File: src/rtl/ttzs_pkg.sv
package ttzs_pkg;

    // Number of time bins in one anode readout.
    localparam int TIME_BINS = 128;

    // Window padding around a kept run.
    localparam int EXTRA_BEFORE = 1;
    localparam int EXTRA_AFTER  = 3;

    localparam logic [7:0] COUNT_MAX = 8'd255;
    localparam logic [6:0] KEPT_MAX  = 7'd127;

    // Configuration register indexes (byte address divided by four).
    localparam logic [1:0] REG_LOW_THRESHOLD  = 2'd0;
    localparam logic [1:0] REG_HIGH_THRESHOLD = 2'd1;
    localparam logic [1:0] REG_MIN_LOW_COUNT  = 2'd2;
    localparam logic [1:0] REG_MIN_HIGH_COUNT = 2'd3;

    localparam logic [7:0] LOW_THRESHOLD_RST  = 8'd26;
    localparam logic [7:0] HIGH_THRESHOLD_RST = 8'd30;
    localparam logic [7:0] MIN_LOW_COUNT_RST  = 8'd2;
    localparam logic [7:0] MIN_HIGH_COUNT_RST = 8'd0;

    typedef struct packed {
        logic [7:0] sample_adc;
        logic [6:0] time_bin;
        logic [7:0] anode;
        logic       first_of_anode;
        logic       last_of_segment;
    } t_sample;

    typedef struct packed {
        logic [7:0] out_anode;
        logic [6:0] window_start;
        logic [7:0] window_length;
        logic [6:0] window_number;
    } t_window;

endpackage

File: src/rtl/ttzs_stream_if.sv
interface ttzs_stream_if #(
    parameter type T = logic
);
    logic valid;
    logic ready;
    T     payload;

    modport source (output valid, output payload, input ready);
    modport sink   (input valid, input payload, output ready);
endinterface

File: src/rtl/two_threshold_zero_suppression.sv
// Dual-threshold zero suppression. One ADC sample is accepted per clock and held in an input
// register. The run and high-sample counter updates are computed from it combinationally. When it
// closes a run that passes both minimum counts, one window request is loaded into the output
// register as the sample advances and is offered to the receiver from there. Sustained rate is
// one sample per cycle as long as the receiver takes every waiting window. While a window waits
// to be taken, the sample in the input register cannot move on, so the input takes at most one
// more sample and then stalls. A new sample can enter in the same cycle as the waiting window
// is taken. The thresholds and minimum counts sit at byte addresses 0, 4, 8 and 12 of the APB
// port and must only be written while no sample is in flight.
module two_threshold_zero_suppression #(
    parameter int TIME_BINS = ttzs_pkg::TIME_BINS
) (
    input  logic                          i_clk,
    input  logic                          i_rst_n,
    ttzs_stream_if.sink                   i_samples,
    ttzs_stream_if.source                 o_windows,
    input  logic                          psel,
    input  logic                          penable,
    input  logic                          pwrite,
    input  logic [3:0]                    paddr,
    input  logic [31:0]                   pwdata,
    output logic [31:0]                   prdata,
    output logic                          pready
);
    import ttzs_pkg::*;

    localparam int CALC_W = 11;

    logic [7:0] r_low_threshold;
    logic [7:0] r_high_threshold;
    logic [7:0] r_min_low_count;
    logic [7:0] r_min_high_count;

    logic        r_in_valid;
    t_sample     r_in;
    logic        r_out_valid;
    t_window     r_out;

    logic [7:0] r_run_count;
    logic [7:0] r_high_count;
    logic [6:0] r_run_first_bin;
    logic [6:0] r_kept_count;

    logic [7:0] n_run_count;
    logic [7:0] n_high_count;
    logic [6:0] n_run_first_bin;
    logic [6:0] n_kept_count;
    t_window    n_out;

    logic        w_advance;
    logic        w_keep;
    logic        w_above_low;
    logic        w_ends;
    logic [7:0]  w_run_base;
    logic [7:0]  w_high_base;
    logic [6:0]  w_kept_base;
    logic [7:0]  w_run_new;
    logic [7:0]  w_high_new;
    logic [6:0]  w_start;
    logic [CALC_W-1:0] w_start_ext;
    logic [CALC_W-1:0] w_len_raw;
    logic [CALC_W-1:0] w_len_clip;
    logic        w_cfg_write;

    // ---------------------------------------------------------------- configuration
    assign pready      = 1'b1;
    assign w_cfg_write = psel && penable && pwrite;

    always_ff @(posedge i_clk) begin
        if (!i_rst_n) begin
            r_low_threshold  <= LOW_THRESHOLD_RST;
            r_high_threshold <= HIGH_THRESHOLD_RST;
            r_min_low_count  <= MIN_LOW_COUNT_RST;
            r_min_high_count <= MIN_HIGH_COUNT_RST;
        end else if (w_cfg_write) begin
            unique case (paddr[3:2])
                REG_LOW_THRESHOLD:  r_low_threshold  <= pwdata[7:0];
                REG_HIGH_THRESHOLD: r_high_threshold <= pwdata[7:0];
                REG_MIN_LOW_COUNT:  r_min_low_count  <= pwdata[7:0];
                REG_MIN_HIGH_COUNT: r_min_high_count <= pwdata[7:0];
                default:            r_low_threshold  <= r_low_threshold;
            endcase
        end
    end

    always_comb begin
        unique case (paddr[3:2])
            REG_LOW_THRESHOLD:  prdata = {24'd0, r_low_threshold};
            REG_HIGH_THRESHOLD: prdata = {24'd0, r_high_threshold};
            REG_MIN_LOW_COUNT:  prdata = {24'd0, r_min_low_count};
            REG_MIN_HIGH_COUNT: prdata = {24'd0, r_min_high_count};
            default:            prdata = 32'd0;
        endcase
    end

    // ---------------------------------------------------------------- handshake
    assign w_advance       = r_in_valid && (!r_out_valid || o_windows.ready);
    assign i_samples.ready = !r_in_valid || w_advance;
    assign o_windows.valid = r_out_valid;
    assign o_windows.payload = r_out;

    // ---------------------------------------------------------------- run tracking
    always_comb begin
        // A new anode discards any open run before this sample is looked at.
        w_run_base  = r_in.first_of_anode ? 8'd0 : r_run_count;
        w_high_base = r_in.first_of_anode ? 8'd0 : r_high_count;
        w_kept_base = r_in.first_of_anode ? 7'd0 : r_kept_count;

        w_above_low     = r_in.sample_adc > r_low_threshold;
        w_run_new       = w_run_base;
        w_high_new      = w_high_base;
        n_run_first_bin = r_run_first_bin;
        if (w_above_low) begin
            if (w_run_base == 8'd0) begin
                n_run_first_bin = r_in.time_bin;
            end
            if (w_run_base != COUNT_MAX) begin
                w_run_new = w_run_base + 8'd1;
            end
            if (r_in.sample_adc > r_high_threshold && w_high_base != COUNT_MAX) begin
                w_high_new = w_high_base + 8'd1;
            end
        end
        w_ends = !w_above_low || r_in.last_of_segment;
        w_keep = w_ends && (w_run_new > r_min_low_count) && (w_high_new > r_min_high_count);

        // Window edges: one bin of margin before, three after, clipped to the bin count.
        w_start     = (n_run_first_bin >= 7'(EXTRA_BEFORE)) ?
                      n_run_first_bin - 7'(EXTRA_BEFORE) : 7'd0;
        w_start_ext = CALC_W'(w_start);
        w_len_raw   = CALC_W'(w_run_new) + CALC_W'(EXTRA_BEFORE + EXTRA_AFTER);
        if (w_start_ext >= CALC_W'(TIME_BINS)) begin
            w_len_clip = '0;
        end else if (w_len_raw + w_start_ext > CALC_W'(TIME_BINS)) begin
            w_len_clip = CALC_W'(TIME_BINS) - w_start_ext;
        end else begin
            w_len_clip = w_len_raw;
        end

        n_out.out_anode     = r_in.anode;
        n_out.window_start  = w_start;
        n_out.window_length = (w_len_clip > CALC_W'(COUNT_MAX)) ? COUNT_MAX : w_len_clip[7:0];
        n_out.window_number = w_kept_base;

        n_run_count  = w_ends ? 8'd0 : w_run_new;
        n_high_count = w_ends ? 8'd0 : w_high_new;
        n_kept_count = (w_keep && w_kept_base != KEPT_MAX) ? w_kept_base + 7'd1 : w_kept_base;
    end

    // ---------------------------------------------------------------- registers
    always_ff @(posedge i_clk) begin
        if (!i_rst_n) begin
            r_in_valid      <= 1'b0;
            r_out_valid     <= 1'b0;
            r_run_count     <= 8'd0;
            r_high_count    <= 8'd0;
            r_run_first_bin <= 7'd0;
            r_kept_count    <= 7'd0;
        end else begin
            if (i_samples.ready) begin
                r_in_valid <= i_samples.valid;
            end
            if (w_advance) begin
                r_out_valid     <= w_keep;
                r_run_count     <= n_run_count;
                r_high_count    <= n_high_count;
                r_run_first_bin <= n_run_first_bin;
                r_kept_count    <= n_kept_count;
            end else if (o_windows.ready) begin
                r_out_valid <= 1'b0;
            end
        end
    end

    always_ff @(posedge i_clk) begin
        if (i_samples.ready && i_samples.valid) begin
            r_in <= i_samples.payload;
        end
        if (w_advance && w_keep) begin
            r_out <= n_out;
        end
    end

endmodule

File: src/flat_wrapper.sv
// flat-port wrapper written by rule: the top's interface ports become plain ports
module two_threshold_zero_suppression_flat import ttzs_pkg::*;
#(
    parameter int TIME_BINS = ttzs_pkg::TIME_BINS
)
  (i_clk, i_rst_n, psel, penable, pwrite, paddr, pwdata, prdata, pready, i_samples_valid, i_samples_payload, i_samples_ready, o_windows_valid, o_windows_payload, o_windows_ready);
  ttzs_stream_if #(.T(t_sample)) i_samples_i ();
  ttzs_stream_if #(.T(t_window)) o_windows_i ();
  input  logic i_clk;
  input  logic i_rst_n;
  input  logic psel;
  input  logic penable;
  input  logic pwrite;
  input  logic [3:0] paddr;
  input  logic [31:0] pwdata;
  output logic [31:0] prdata;
  output logic pready;
  input wire logic [$bits(i_samples_i.valid)-1:0] i_samples_valid;
  input wire logic [$bits(i_samples_i.payload)-1:0] i_samples_payload;
  output wire logic [$bits(i_samples_i.ready)-1:0] i_samples_ready;
  output wire logic [$bits(o_windows_i.valid)-1:0] o_windows_valid;
  output wire logic [$bits(o_windows_i.payload)-1:0] o_windows_payload;
  input wire logic [$bits(o_windows_i.ready)-1:0] o_windows_ready;
  assign i_samples_i.valid = i_samples_valid;
  assign i_samples_i.payload = i_samples_payload;
  assign i_samples_ready = i_samples_i.ready;
  assign o_windows_valid = o_windows_i.valid;
  assign o_windows_payload = o_windows_i.payload;
  assign o_windows_i.ready = o_windows_ready;
  two_threshold_zero_suppression #(.TIME_BINS(TIME_BINS)) u_core (.i_clk(i_clk), .i_rst_n(i_rst_n), .i_samples(i_samples_i), .o_windows(o_windows_i), .psel(psel), .penable(penable), .pwrite(pwrite), .paddr(paddr), .pwdata(pwdata), .prdata(prdata), .pready(pready));
endmodule
File: config.mk
export PLATFORM = sky130hd
export DESIGN_NAME = two_threshold_zero_suppression_flat
export DESIGN_NICKNAME = d
export VERILOG_FILES = /design/src/rtl/ttzs_pkg.sv /design/src/rtl/ttzs_stream_if.sv /design/src/rtl/two_threshold_zero_suppression.sv /design/src/flat_wrapper.sv
export SDC_FILE = /design/constraint.sdc
export NUM_CORES = 1
export LEC_CHECK = 0
export ABC_AREA = 1
export BUFFER_PORTS_ARGS = -buffer_cell sky130_fd_sc_hd__buf_2
export CORE_MARGIN = 2
export CORE_UTILIZATION = 59
export DETAILED_ROUTE_END_ITERATION = 16
export GPL_TIMING_DRIVEN = 1
export MAX_ROUTING_LAYER = met4
export PLACE_DENSITY = 0.95
export SYNTH_ARGS = -nofsm -noshare
export SYNTH_HDL_FRONTEND = slang
export SYNTH_SLANG_ARGS = --single-unit
File: constraint.sdc
create_clock -name i_clk -period 7.7 [get_ports i_clk]
set_input_delay 0.385 -clock i_clk [delete_from_list [all_inputs] [get_ports i_clk]]
set_output_delay 0.385 -clock i_clk [all_outputs]
set_load 0.005 [all_outputs]
Yosys cells after proc, flatten, opt, wreduce, memory -nomap -nowiden. Cells that the tools add are included.

Order comparisons: 7. Add/subtract/negate cells: 7. Eq/ne operators: 6. Mux-type cells: 17. Reduce and logical (&&, ||, !) cells: 22.

Operators by type and width (number): $pmux 32 s4 (1); $mux 8 (8); $mux 7 (5); $gt 8x8->1 (4); $gt 11x8->1 const B (2); $add 8x1->8 const B (2); $ne 8x8->1 const B (2); $add 11x7->11 (1); $mux 11 (1); $add 8x3->9 const B (1); $logic_and 1x1->1 (9); $sub 8x7->9 const A (1); $logic_not 8->1 (1); $reduce_and 2->1 (4); $add 7x1->7 const B (1); $ge 7x1->1 const B (1); $ne 7x7->1 const B (1); $sub 7x1->7 const B (1); $eq 2x2->1 const B (2); $logic_not 1->1 (3); $logic_or 1x1->1 (3); $eq 2x1->1 const B (1); $logic_not 2->1 (1); $mux 1 (2); $reduce_bool 2->1 (1).

Bits in registers: 119. Logic and storage cells: 78. Input bits: 68.

Longest topological paths before layout. Gate-level depths: netlist of the first run.

Depth in word-level cells: 10. Depth in mapped cells: 34. Depth with buffers taken out: 34.

Worst setup path before layout of the first run. No wires, ideal clock.

Kind: register -> register. Start point: reg u_core.r_in[24] (netlist name). End point: reg u_core.r_out, in the netlist u_core.o_windows.payload[0] (enable). Path buffers: 0. Slack: 3.028 ns. Library setup time: 0.420 ns. Required time: 7.280 ns. Cell stages (with the launch flop): 19. Arrival time: 4.252 ns. Clock period less this slack: 4.672 ns. Path through: edfxtp_1 > ha_1 > nand2_2 > nor2_1 > nor2_4 > a21boi_4 > nand2_1 > nor3_1 > nand3_1 > nor2_1 > nand3_1 > and2_1 > ha_1 > nand2_1 > o21ai_0 > a21oi_1 > nor3_1 > nand2_1 > nor2_1.

Word-level cells in the longest chain between the ends: 7. Elaborated cells on any way between the ends: 13.

Ends and longest elaborated chain: start, declared (line two_threshold_zero_suppression.sv:35) `t_sample r_in;`; start signal, assigned (line two_threshold_zero_suppression.sv:177) `r_in <= i_samples.payload;`; $gt 8x8->1 (line two_threshold_zero_suppression.sv:120) `if (r_in.sample_adc > r_high_threshold && w_high_base != COUNT_MAX) begin`; $logic_and 1x1->1 (line two_threshold_zero_suppression.sv:120); $mux 8 (line two_threshold_zero_suppression.sv:120); $mux 8 (line two_threshold_zero_suppression.sv:113) `if (w_above_low) begin`; $gt 8x8->1 (line two_threshold_zero_suppression.sv:125) `w_keep = w_ends && (w_run_new > r_min_low_count) && (w_high_new > r_min_high_count);`; $logic_and 1x1->1 * (line two_threshold_zero_suppression.sv:125); $logic_and 1x1->1 * (line two_threshold_zero_suppression.sv:179) `if (w_advance && w_keep) begin`; end signal, assigned (line two_threshold_zero_suppression.sv:180) `r_out <= n_out;`; end, declared (line two_threshold_zero_suppression.sv:37) `t_window r_out;`.

Mark *: on every way between the ends. The rest lies on a longest branch, timed or not. A chain may end at the register's enable or synchronous reset.

==> metrics.csv, run 1 <==
stage,metric,value,unit
synth,"Async S/R FF share, synth",0,
setup_path,arrival time at the worst endpoint,5.35,ns
detailed_routing,Met2 Routed Length,7326,microns
detailed_routing,met3 wire len,1236,microns
die,die boundary height,113.3,microns
detailed_routing,violation count after the first detailed-route iteration,596,
final_layout,Fillers,848,
synth,number of instances in the synthesized netlist,878,
detailed_routing,number of remaining DRC errors,0,
place,Buffers on Ports,81,
detailed_routing,number of vias per cell after detailed routing,5.482,
global_routing,GR Util All Layers,0.2621,
final_layout,"leading cell type in the layout, fill and taps excluded",sky130_fd_sc_hd__nand2_1,
clock_tree,Worst-Skew Late Latency,0.42,ns
clock_tree,clock tree from TritonCTS,done,
clock_tree,CTS Root Buffer Type,sky130_fd_sc_hd__clkbuf_16,
timing,number of setup violations in the final report,0,
synth,count of warnings emitted by yosys,0,
timing,slew at the pin with the worst max-slew slack,1.011,ns
detailed_routing,sum of routed wire segments on met1,6630,microns
timing,Post-Route Skew,0.007530,ns
detailed_routing,antenna-violating nets left,0,
timing,total count of hold-check failures in the final report,0,
setup_path,maximum cell stage delay along the critical path,0.62,ns
global_routing,vias in the first global route,5701,
detailed_routing,via total after detailed routing,6118,
setup_path,library cell contributing the largest single delay on the critical path,sky130_fd_sc_hd__edfxtp_1,
synth,share of synthesized area occupied by flip-flops and latches,0.4163,
clock_tree,Post-CTS Setup Inserts,0,
setup_path,"Top cell by count, worst path",sky130_fd_sc_hd__nand2_1,
detailed_routing,number of optimization iterations in the first detailed-route pass,7,
synth,"EDFF count, synth",55,
timing,"Min Clock Period, post-route",5.173,ns
setup_path,Worst Setup Path Type,register to register,
setup_path,largest fanout of any net on the critical path,16,
global_routing,initial antenna violation count,0,
final_layout,post-layout net count,1076,
timing,Setup TNS,0,ns
power,VDD IR max,0.1726,mV
final_layout,ANT cells,0,
global_routing,wire length of the first global-routing pass,26030,microns
clock_tree,number of H-tree levels,4,
synth,synthesized area per cell,8.024,sq um
synth,total of flip-flops plus latches after synthesis,119,
die,core outline area,11520,sq um
power,Leak Pwr,3.744,nW
clock_tree,number of hold-repair buffers added at the cts stage,0,
setup_path,data required time of the worst path,7.87,ns
die,number of placed I/O pins,133,
final_layout,share of layout cells above drive strength 1,0.1727,
synth,leading register cell type out of synthesis,sky130_fd_sc_hd__dfxtp_1,
timing,upper clock frequency limit,193.3,MHz
timing,unrepaired setup endpoints after global routing,false,
die,die span in x,113.3,microns
place,HPWL Detailed,11140,microns
clock_tree,total of cells resized after clock tree synthesis,0,
clock_tree,worst-case clock buffer depth,2,
setup_path,kind of start point of the critical path,register,
synth,summed instance area of the synthesized netlist,7046,sq um
clock_tree,clock edge transition at the registers on the reported setup and hold paths,0.05,ns
timing,Max Slew Vio Count,0,
outcome,result of the run,completed,
place,final weighted congestion in routability-driven placement,0.9016,
setup_path,crit path capture type,register,
detailed_routing,mean routed wirelength per cell,14.00,microns
hold_path,class of the tightest hold or removal check,input pin to register,
global_routing,overall overflow remaining after global route,0,
synth,unique cell type count in the Yosys netlist,47,
detailed_routing,Top Layer Used,met4,
run,max-cap check violation count,0,
power,Pwr Density,226.6,nW/um^2
global_routing,pin count of the biggest net entering global routing,39,
clock_tree,Inserted Clock Buffers,17,
die,initial core utilization,0.6118,
final_layout,"commonest cells after routing, fill and taps aside","sky130_fd_sc_hd__nand2_1, sky130_fd_sc_hd__inv_1, sky130_fd_sc_hd__buf_2",
detailed_routing,final wirelength,15620,microns
timing,Tcrit/Tclk final,0.6718,
final_layout,flip-flop count of the largest register after layout,30,
clock_tree,sink count of the clock tree,119,
final_layout,area grow syn2layout,14.07,%
timing,worst hold margin,0.1393,ns
timing,relative max-transition margin,0.3250,
die,Die Outline Area,12830,sq um
die,row count,39,
[area by class of cell]
type / count / area [sq um] / share of cell area
clock buffer: 22 / 496.7 / 0.06181
timing repair buffer: 82 / 412.9 / 0.05138
multi-input combinational: 608 / 3428 / 0.4266
inverter: 132 / 498.0 / 0.06196
clock inverter: 10 / 88.84 / 0.01105
tap: 143 / 178.9 / 0.02226
sequential: 119 / 2933 / 0.3649
[kinds of logic after synthesis]
group                      synth area share
AOI/OAI and AO/OA                    0.1396
buffers and inverters                0.1105
other                              0.001066
DFF                                  0.4163
and+or+nand+nor                      0.2238
xor gates and xnor gates            0.02113
adders and majority gates           0.08631
muxes                              0.001421
[worst max-delay path, delay by kind of cell, from the launching register on]
family | cells | cell delay (ns)
AND/OR/NAND/NOR | 20 | 2.19
AO/OA/AOI/OAI | 2 | 0.28
adder cells (fa/ha/maj) | 4 | 1.12
flip-flops | 1 | 0.62
buffers and inverters | 5 | 0.69
[through the flow]
stage	cells	area (sq um)	setup WS [ns]	utilization	total power, mW
2_1_floorplan	901	7132	3.028	-	0.9788
3_3_place_gp	1084	7451	2.747	0.6470	1.032
3_5_place_dp	1084	7451	2.617	0.6470	1.049
4_1_cts	1116	8036	2.599	0.6978	1.822
5_1_grt	1116	8036	2.014	0.6978	1.907
6_report	1116	8036	2.527	0.6978	1.821
[path summary, 6_finish.rpt]
| check | end | slack [ns] | cells after the start | from |
|---|---|---|---|---|
| min reg2reg | u_core.o_windows.payload[25] | 0.41 | 0 | u_core.n_out[25] |
| max | u_core.o_windows.payload[13] | 2.53 | 31 | u_core.r_in[1] |
| max reg2reg | u_core.o_windows.payload[13] | 2.53 | 31 | u_core.r_in[1] |
| min | u_core.r_in[16] | 0.14 | 1 | i_samples_payload[16] |
[per-layer routing]
| layer | GRT usage | vias to the layer above |
|---|---|---|
| met5 | - | - |
| met4 | 0.1268 | 0 |
| met1 | 0.3214 | 2774 |
| met2 | 0.4096 | 277 |
| li1 | - | 3021 |
| met3 | 0.06160 | 46 |
[synthesized netlist by cell type, types with 3 or more instances]
library cell               number  area share
sky130_fd_sc_hd__o22ai_1        4      0.0036
sky130_fd_sc_hd__nand3_1       37       0.026
sky130_fd_sc_hd__nor2_1        61       0.032
sky130_fd_sc_hd__nor3_1         6      0.0043
sky130_fd_sc_hd__edfxtp_1      55        0.23
sky130_fd_sc_hd__a21oi_2        3      0.0037
sky130_fd_sc_hd__o21ai_0       53       0.038
sky130_fd_sc_hd__o21ai_1        9      0.0064
sky130_fd_sc_hd__o21ai_2        4      0.0050
sky130_fd_sc_hd__xor2_1        13       0.016
sky130_fd_sc_hd__o211ai_1       8      0.0085
sky130_fd_sc_hd__dfxtp_1       64        0.18
sky130_fd_sc_hd__inv_1        120       0.064
sky130_fd_sc_hd__a22oi_1        7      0.0075
sky130_fd_sc_hd__nand4_1       17       0.015
sky130_fd_sc_hd__nand2_2       14       0.012
sky130_fd_sc_hd__inv_2          9      0.0048
sky130_fd_sc_hd__ha_1          47       0.083
sky130_fd_sc_hd__clkbuf_1      11      0.0059
sky130_fd_sc_hd__o31ai_1        3      0.0032
sky130_fd_sc_hd__nor2_4         6      0.0096
sky130_fd_sc_hd__buf_4         26       0.028
sky130_fd_sc_hd__a21oi_1       73       0.052
sky130_fd_sc_hd__buf_6          3      0.0048
sky130_fd_sc_hd__nand2_4        4      0.0064
sky130_fd_sc_hd__nor2_2         7      0.0062
sky130_fd_sc_hd__nand2_1      185       0.099
sky130_fd_sc_hd__xnor2_1        4      0.0050
[power by group]
part           total (mW)  switching (mW)  internal, mW
clock network       0.775           0.285         0.490
registers           0.704          0.0101         0.694
logic               0.342           0.227         0.115
(Power assumes the default switching activity.)
==> run 2: changes to the inputs <==
--- a/config.mk
+++ b/config.mk
@@ -5,14 +5,14 @@
 export SDC_FILE = /design/constraint.sdc
 export NUM_CORES = 1
 export LEC_CHECK = 0
-export ABC_AREA = 1
+export ABC_AREA = 0
 export BUFFER_PORTS_ARGS = -buffer_cell sky130_fd_sc_hd__buf_2
 export CORE_MARGIN = 2
-export CORE_UTILIZATION = 59
+export CORE_UTILIZATION = 51
 export DETAILED_ROUTE_END_ITERATION = 16
 export GPL_TIMING_DRIVEN = 1
 export MAX_ROUTING_LAYER = met4
-export PLACE_DENSITY = 0.95
+export PLACE_DENSITY = 0.89
 export SYNTH_ARGS = -nofsm -noshare
 export SYNTH_HDL_FRONTEND = slang
 export SYNTH_SLANG_ARGS = --single-unit
==> constraint.sdc (replaced) <==
create_clock -name i_clk -period 4.16 [get_ports i_clk]
set_input_delay 0.208 -clock i_clk [delete_from_list [all_inputs] [get_ports i_clk]]
set_output_delay 0.208 -clock i_clk [all_outputs]
set_load 0.005 [all_outputs]
==> metrics.csv, run 2 <==
stage,metric,value,unit,change
setup_path,reg2reg end,u_core.o_windows.payload[12],,
detailed_routing,antenna-violating nets left,0,,unchanged
place,final weighted congestion in routability-driven placement,0.9760,,+8.3%
synth,commonest cells in the netlist,"sky130_fd_sc_hd__dfxtp_1, sky130_fd_sc_hd__nor2b_1, sky130_fd_sc_hd__edfxtp_1, sky130_fd_sc_hd__ha_1, sky130_fd_sc_hd__inv_1",,
hold_path,class of the tightest hold or removal check,input pin to register,,
outcome,failing checks,setup timing,,
setup_path,arrival time at the worst endpoint,5.48,ns,+0.13 ns
power,combinational fraction of design power,0.205,,+0.017
timing,upper clock frequency limit,189.1,MHz,-2.2%
power,Power Total,3.553,mW,+95%
synth,total of flip-flops plus latches after synthesis,119,,unchanged
timing,Tcrit/Tclk final,1.271,,+0.5993
power,Clk network pwr share,0.432,,+0.006
synth,share of synthesized area occupied by flip-flops and latches,0.4158,,-0.0004431
hold_path,hold path endpoint,u_core.r_in_valid,,
die,die boundary height,121.6,microns,+7.3%
hold_path,worst hold path cell count,3,,+2
timing,number of setup violations in the final report,46,,+46
die,Die Outline Area,14790,sq um,+15%
clock_tree,Worst-Skew Late Latency,0.45,ns,+0.03 ns
global_routing,overall overflow remaining after global route,0,,unchanged
global_routing,wire length of the first global-routing pass,35380,microns,+36%
die,core outline area,13400,sq um,+16%
synth,dominant cell type by area after synthesis,sky130_fd_sc_hd__edfxtp_1,,
synth,leading register cell type out of synthesis,sky130_fd_sc_hd__dfxtp_1,,
final_layout,share of layout cells above drive strength 1,0.3597,,+0.1870
timing,total count of hold-check failures in the final report,0,,unchanged
synth,"Async S/R FF share, synth",0,,unchanged
final_layout,Layout Utilization,0.7472,,+0.04930
setup_path,crit path capture type,register,,
power,Leak Pwr,4.306,nW,+15%
timing,slew at the pin with the worst max-slew slack,1.220,ns,+0.2091 ns
clock_tree,clock edge transition at the registers on the reported setup and hold paths,0.06,ns,about the same
timing,worst hold margin,0.02887,ns,-0.1104 ns
hold_path,hold path startpoint,i_samples_valid,,
timing,unrepaired setup endpoints after global routing,true,,
final_layout,ANT cells,0,,unchanged
timing,Post-Route Skew,0.01241,ns,+0.004879 ns
global_routing,GR Util All Layers,0.3237,,+0.06159
final_layout,area grow syn2layout,41.95,%,
synth,number of instances in the synthesized netlist,693,,-21%
setup_path,kind of start point of the critical path,register,,
timing,relative max-transition margin,0.1834,,-0.1416
final_layout,"leading cell type in the layout, fill and taps excluded",sky130_fd_sc_hd__buf_4,,
synth,most instantiated library cell after synthesis,sky130_fd_sc_hd__dfxtp_1,,
power,sw frac,0.2906,,+0.003826
synth,top post-synthesis cells by area,"sky130_fd_sc_hd__edfxtp_1, sky130_fd_sc_hd__dfxtp_1, sky130_fd_sc_hd__ha_1",,
setup_path,R2R setup slack,-1.13,ns,-3.66 ns
clock_tree,number of H-tree levels,4,,unchanged
detailed_routing,number of vias per cell after detailed routing,6.234,,+14%
die,initial core utilization,0.5263,,-0.08547
run,max-cap check violation count,0,,unchanged
detailed_routing,number of remaining DRC errors,0,,unchanged
synth,unique cell type count in the Yosys netlist,62,,+32%
global_routing,initial antenna violation count,0,,unchanged
setup_path,library cell contributing the largest single delay on the critical path,sky130_fd_sc_hd__or4b_4,,
synth,proportion of netlist area held by the largest area contributor,0.2342,,-0.0002495
global_routing,vias in the first global route,6826,,+20%
global_routing,pin count of the biggest net entering global routing,65,,+67%
synth,summed instance area of the synthesized netlist,7053,sq um,+0.11%
detailed_routing,number of optimization iterations in the first detailed-route pass,9,,+2
setup_path,largest fanout of any net on the critical path,8,,-8
detailed_routing,final wirelength,25450,microns,+63%
clock_tree,sink count of the clock tree,119,,unchanged
timing,"Min Clock Period, post-route",5.288,ns,+0.1150 ns
die,number of placed I/O pins,133,,unchanged
setup_path,critical path's top delay family,simple AND/OR/NAND/NOR gates,,
power,net switching power of the design,1.033,mW,+98%
setup_path,data required time of the worst path,4.35,ns,-3.52 ns
synth,"EDFF count, synth",55,,unchanged
detailed_routing,via total after detailed routing,7007,,+15%
die,row count,42,,+7.7%
setup_path,CP Buf/Inv Count,4,,-1
synth,synthesized area per cell,10.18,sq um,+27%
timing,Setup TNS,-31.62,ns,-31.62 ns
setup_path,depth of the worst register-to-register path,25,,-19%
power,VDD IR max,0.3437,mV,+99%
timing,Max Slew Vio Count,0,,unchanged
final_layout,"commonest cells after routing, fill and taps aside","sky130_fd_sc_hd__buf_4, sky130_fd_sc_hd__buf_2, sky130_fd_sc_hd__dfxtp_1",,
power,Pwr Density,354.8,nW/um^2,+57%
clock_tree,worst-case clock buffer depth,2,,unchanged
place,HPWL Detailed,13090,microns,+18%
power,part of the total power dissipated in sequential elements,0.363,,-0.024
power,P_int,2.520,mW,+94%
place,Buffers on Ports,81,,unchanged
outcome,result of the run,"complete, but fails checks",,
place,worst slack at placement,-1.036,ns,-3.653 ns
final_layout,post-layout net count,1051,,-2.3%
timing,worst setup margin,-1.128,ns,-3.655 ns
setup_path,Worst Setup Path Type,register to register,,
clock_tree,CTS Root Buffer Type,sky130_fd_sc_hd__clkbuf_16,,
setup_path,maximum cell stage delay along the critical path,0.48,ns,-0.14 ns
detailed_routing,mean routed wirelength per cell,22.64,microns,+62%
detailed_routing,violation count after the first detailed-route iteration,848,,+42%
final_layout,Fillers,750,,-12%
clock_tree,clock tree from TritonCTS,done,,
setup_path,R2R Path Start,u_core.r_low_threshold[1],,
final_layout,flip-flop count of the largest register after layout,30,,unchanged
clock_tree,Inserted Clock Buffers,17,,unchanged
synth,count of warnings emitted by yosys,0,,unchanged
die,die span in x,121.6,microns,+7.3%
[run 2: cell types whose count changed in the layout (fill, tap and decap cells not counted), sizes merged, moves of 49 or more]
cell   delta
o21ai    -49
a21oi    -59
nor2b    +58
inv      -78
nand2   -158
buf     +139
[run 2: cells by family (layout without fill, tap and decap cells)]
group	after synthesis	in the layout	share of synthesized area
AO/OA/AOI/OAI	116	116	0.1244
XOR/XNOR	31	31	0.03850
adder cells (fa/ha/maj)	48	48	0.08622
buffers and inverters	94	326	0.06369
flip-flops	119	119	0.4158
multiplexers	59	59	0.09934
other	2	25	0.001065
AND/OR/NAND/NOR	224	224	0.1710
[run 2: tightest hold or removal path: stages]
cell and delay [ns]:
sky130_fd_sc_hd__buf_2 0.11, sky130_fd_sc_hd__inv_1 0.04, sky130_fd_sc_hd__a21boi_0 0.07
[run 2: how the worst max path moves through the flow]
stage	cells past startpoint	slack, ns	startpoint	to
2_1_floorplan	21	-0.95	u_core.r_in[18]	u_core.o_windows.payload[11]
3_3_place_gp	23	-0.82	u_core.r_in[18]	u_core.o_windows.payload[12]
3_5_place_dp	24	-1.04	u_core.r_low_threshold[1]	u_core.o_windows.payload[12]
4_1_cts	24	-0.89	u_core.r_in[18]	u_core.o_windows.payload[12]
5_1_grt	25	-1.27	u_core.r_in[18]	u_core.o_windows.payload[12]
6_report	25	-1.13	u_core.r_low_threshold[1]	u_core.o_windows.payload[12]
[run 2: stage by stage]
step / cells / area, sq um
detailed placement: 1031 / 8477
floorplan: 716 / 7326
CTS: 1111 / 9813
global placement: 1031 / 8477
finish: 1124 / 10010
global route: 1124 / 10010
[run 2: area by class of cell]
class | count | area [sq um] | share of cell area
sequential | 119 | 2934 | 0.2931
clock inverter | 15 | 182.7 | 0.01825
timing repair buffer | 247 | 1866 | 0.1863
multi-input combinational | 503 | 4202 | 0.4196
clock buffer | 17 | 425.4 | 0.04249
inverter | 47 | 182.7 | 0.01825
tap | 176 | 220.2 | 0.02199
[run 2: power by group through the flow]
stage               clock, mW  sequential [mW]  combinational (mW)
floorplan                   0             1.30               0.378
global placement            0             1.31               0.555
detailed placement          0             1.31               0.578
CTS                      1.52             1.28               0.652
global route             1.59             1.29               0.769
finish                   1.53             1.29               0.729
[run 2: repair_timing]
item | 4_1_cts | 5_1_grt
buffers inserted | 22 | 13
hold endpoints to repair | 25 | 0
pin swaps | 35 | 10
setup endpoints to repair | 46 | 46
gates resized for setup | 55 | 16
cloned | 1 | 1
hold buffers | 25 | 0
[run 2: metal layers]
layer  part of all wire  vias to the layer above  track usage  wire length, microns
li1                   -                     2925            -                     -
met1               0.35                     3268       0.3572                  8797
met2               0.48                      617       0.5400                 12330
met3              0.097                      197      0.07022                  2474
met4              0.072                        0       0.1904                  1844
met5                  0                        -            -                     0
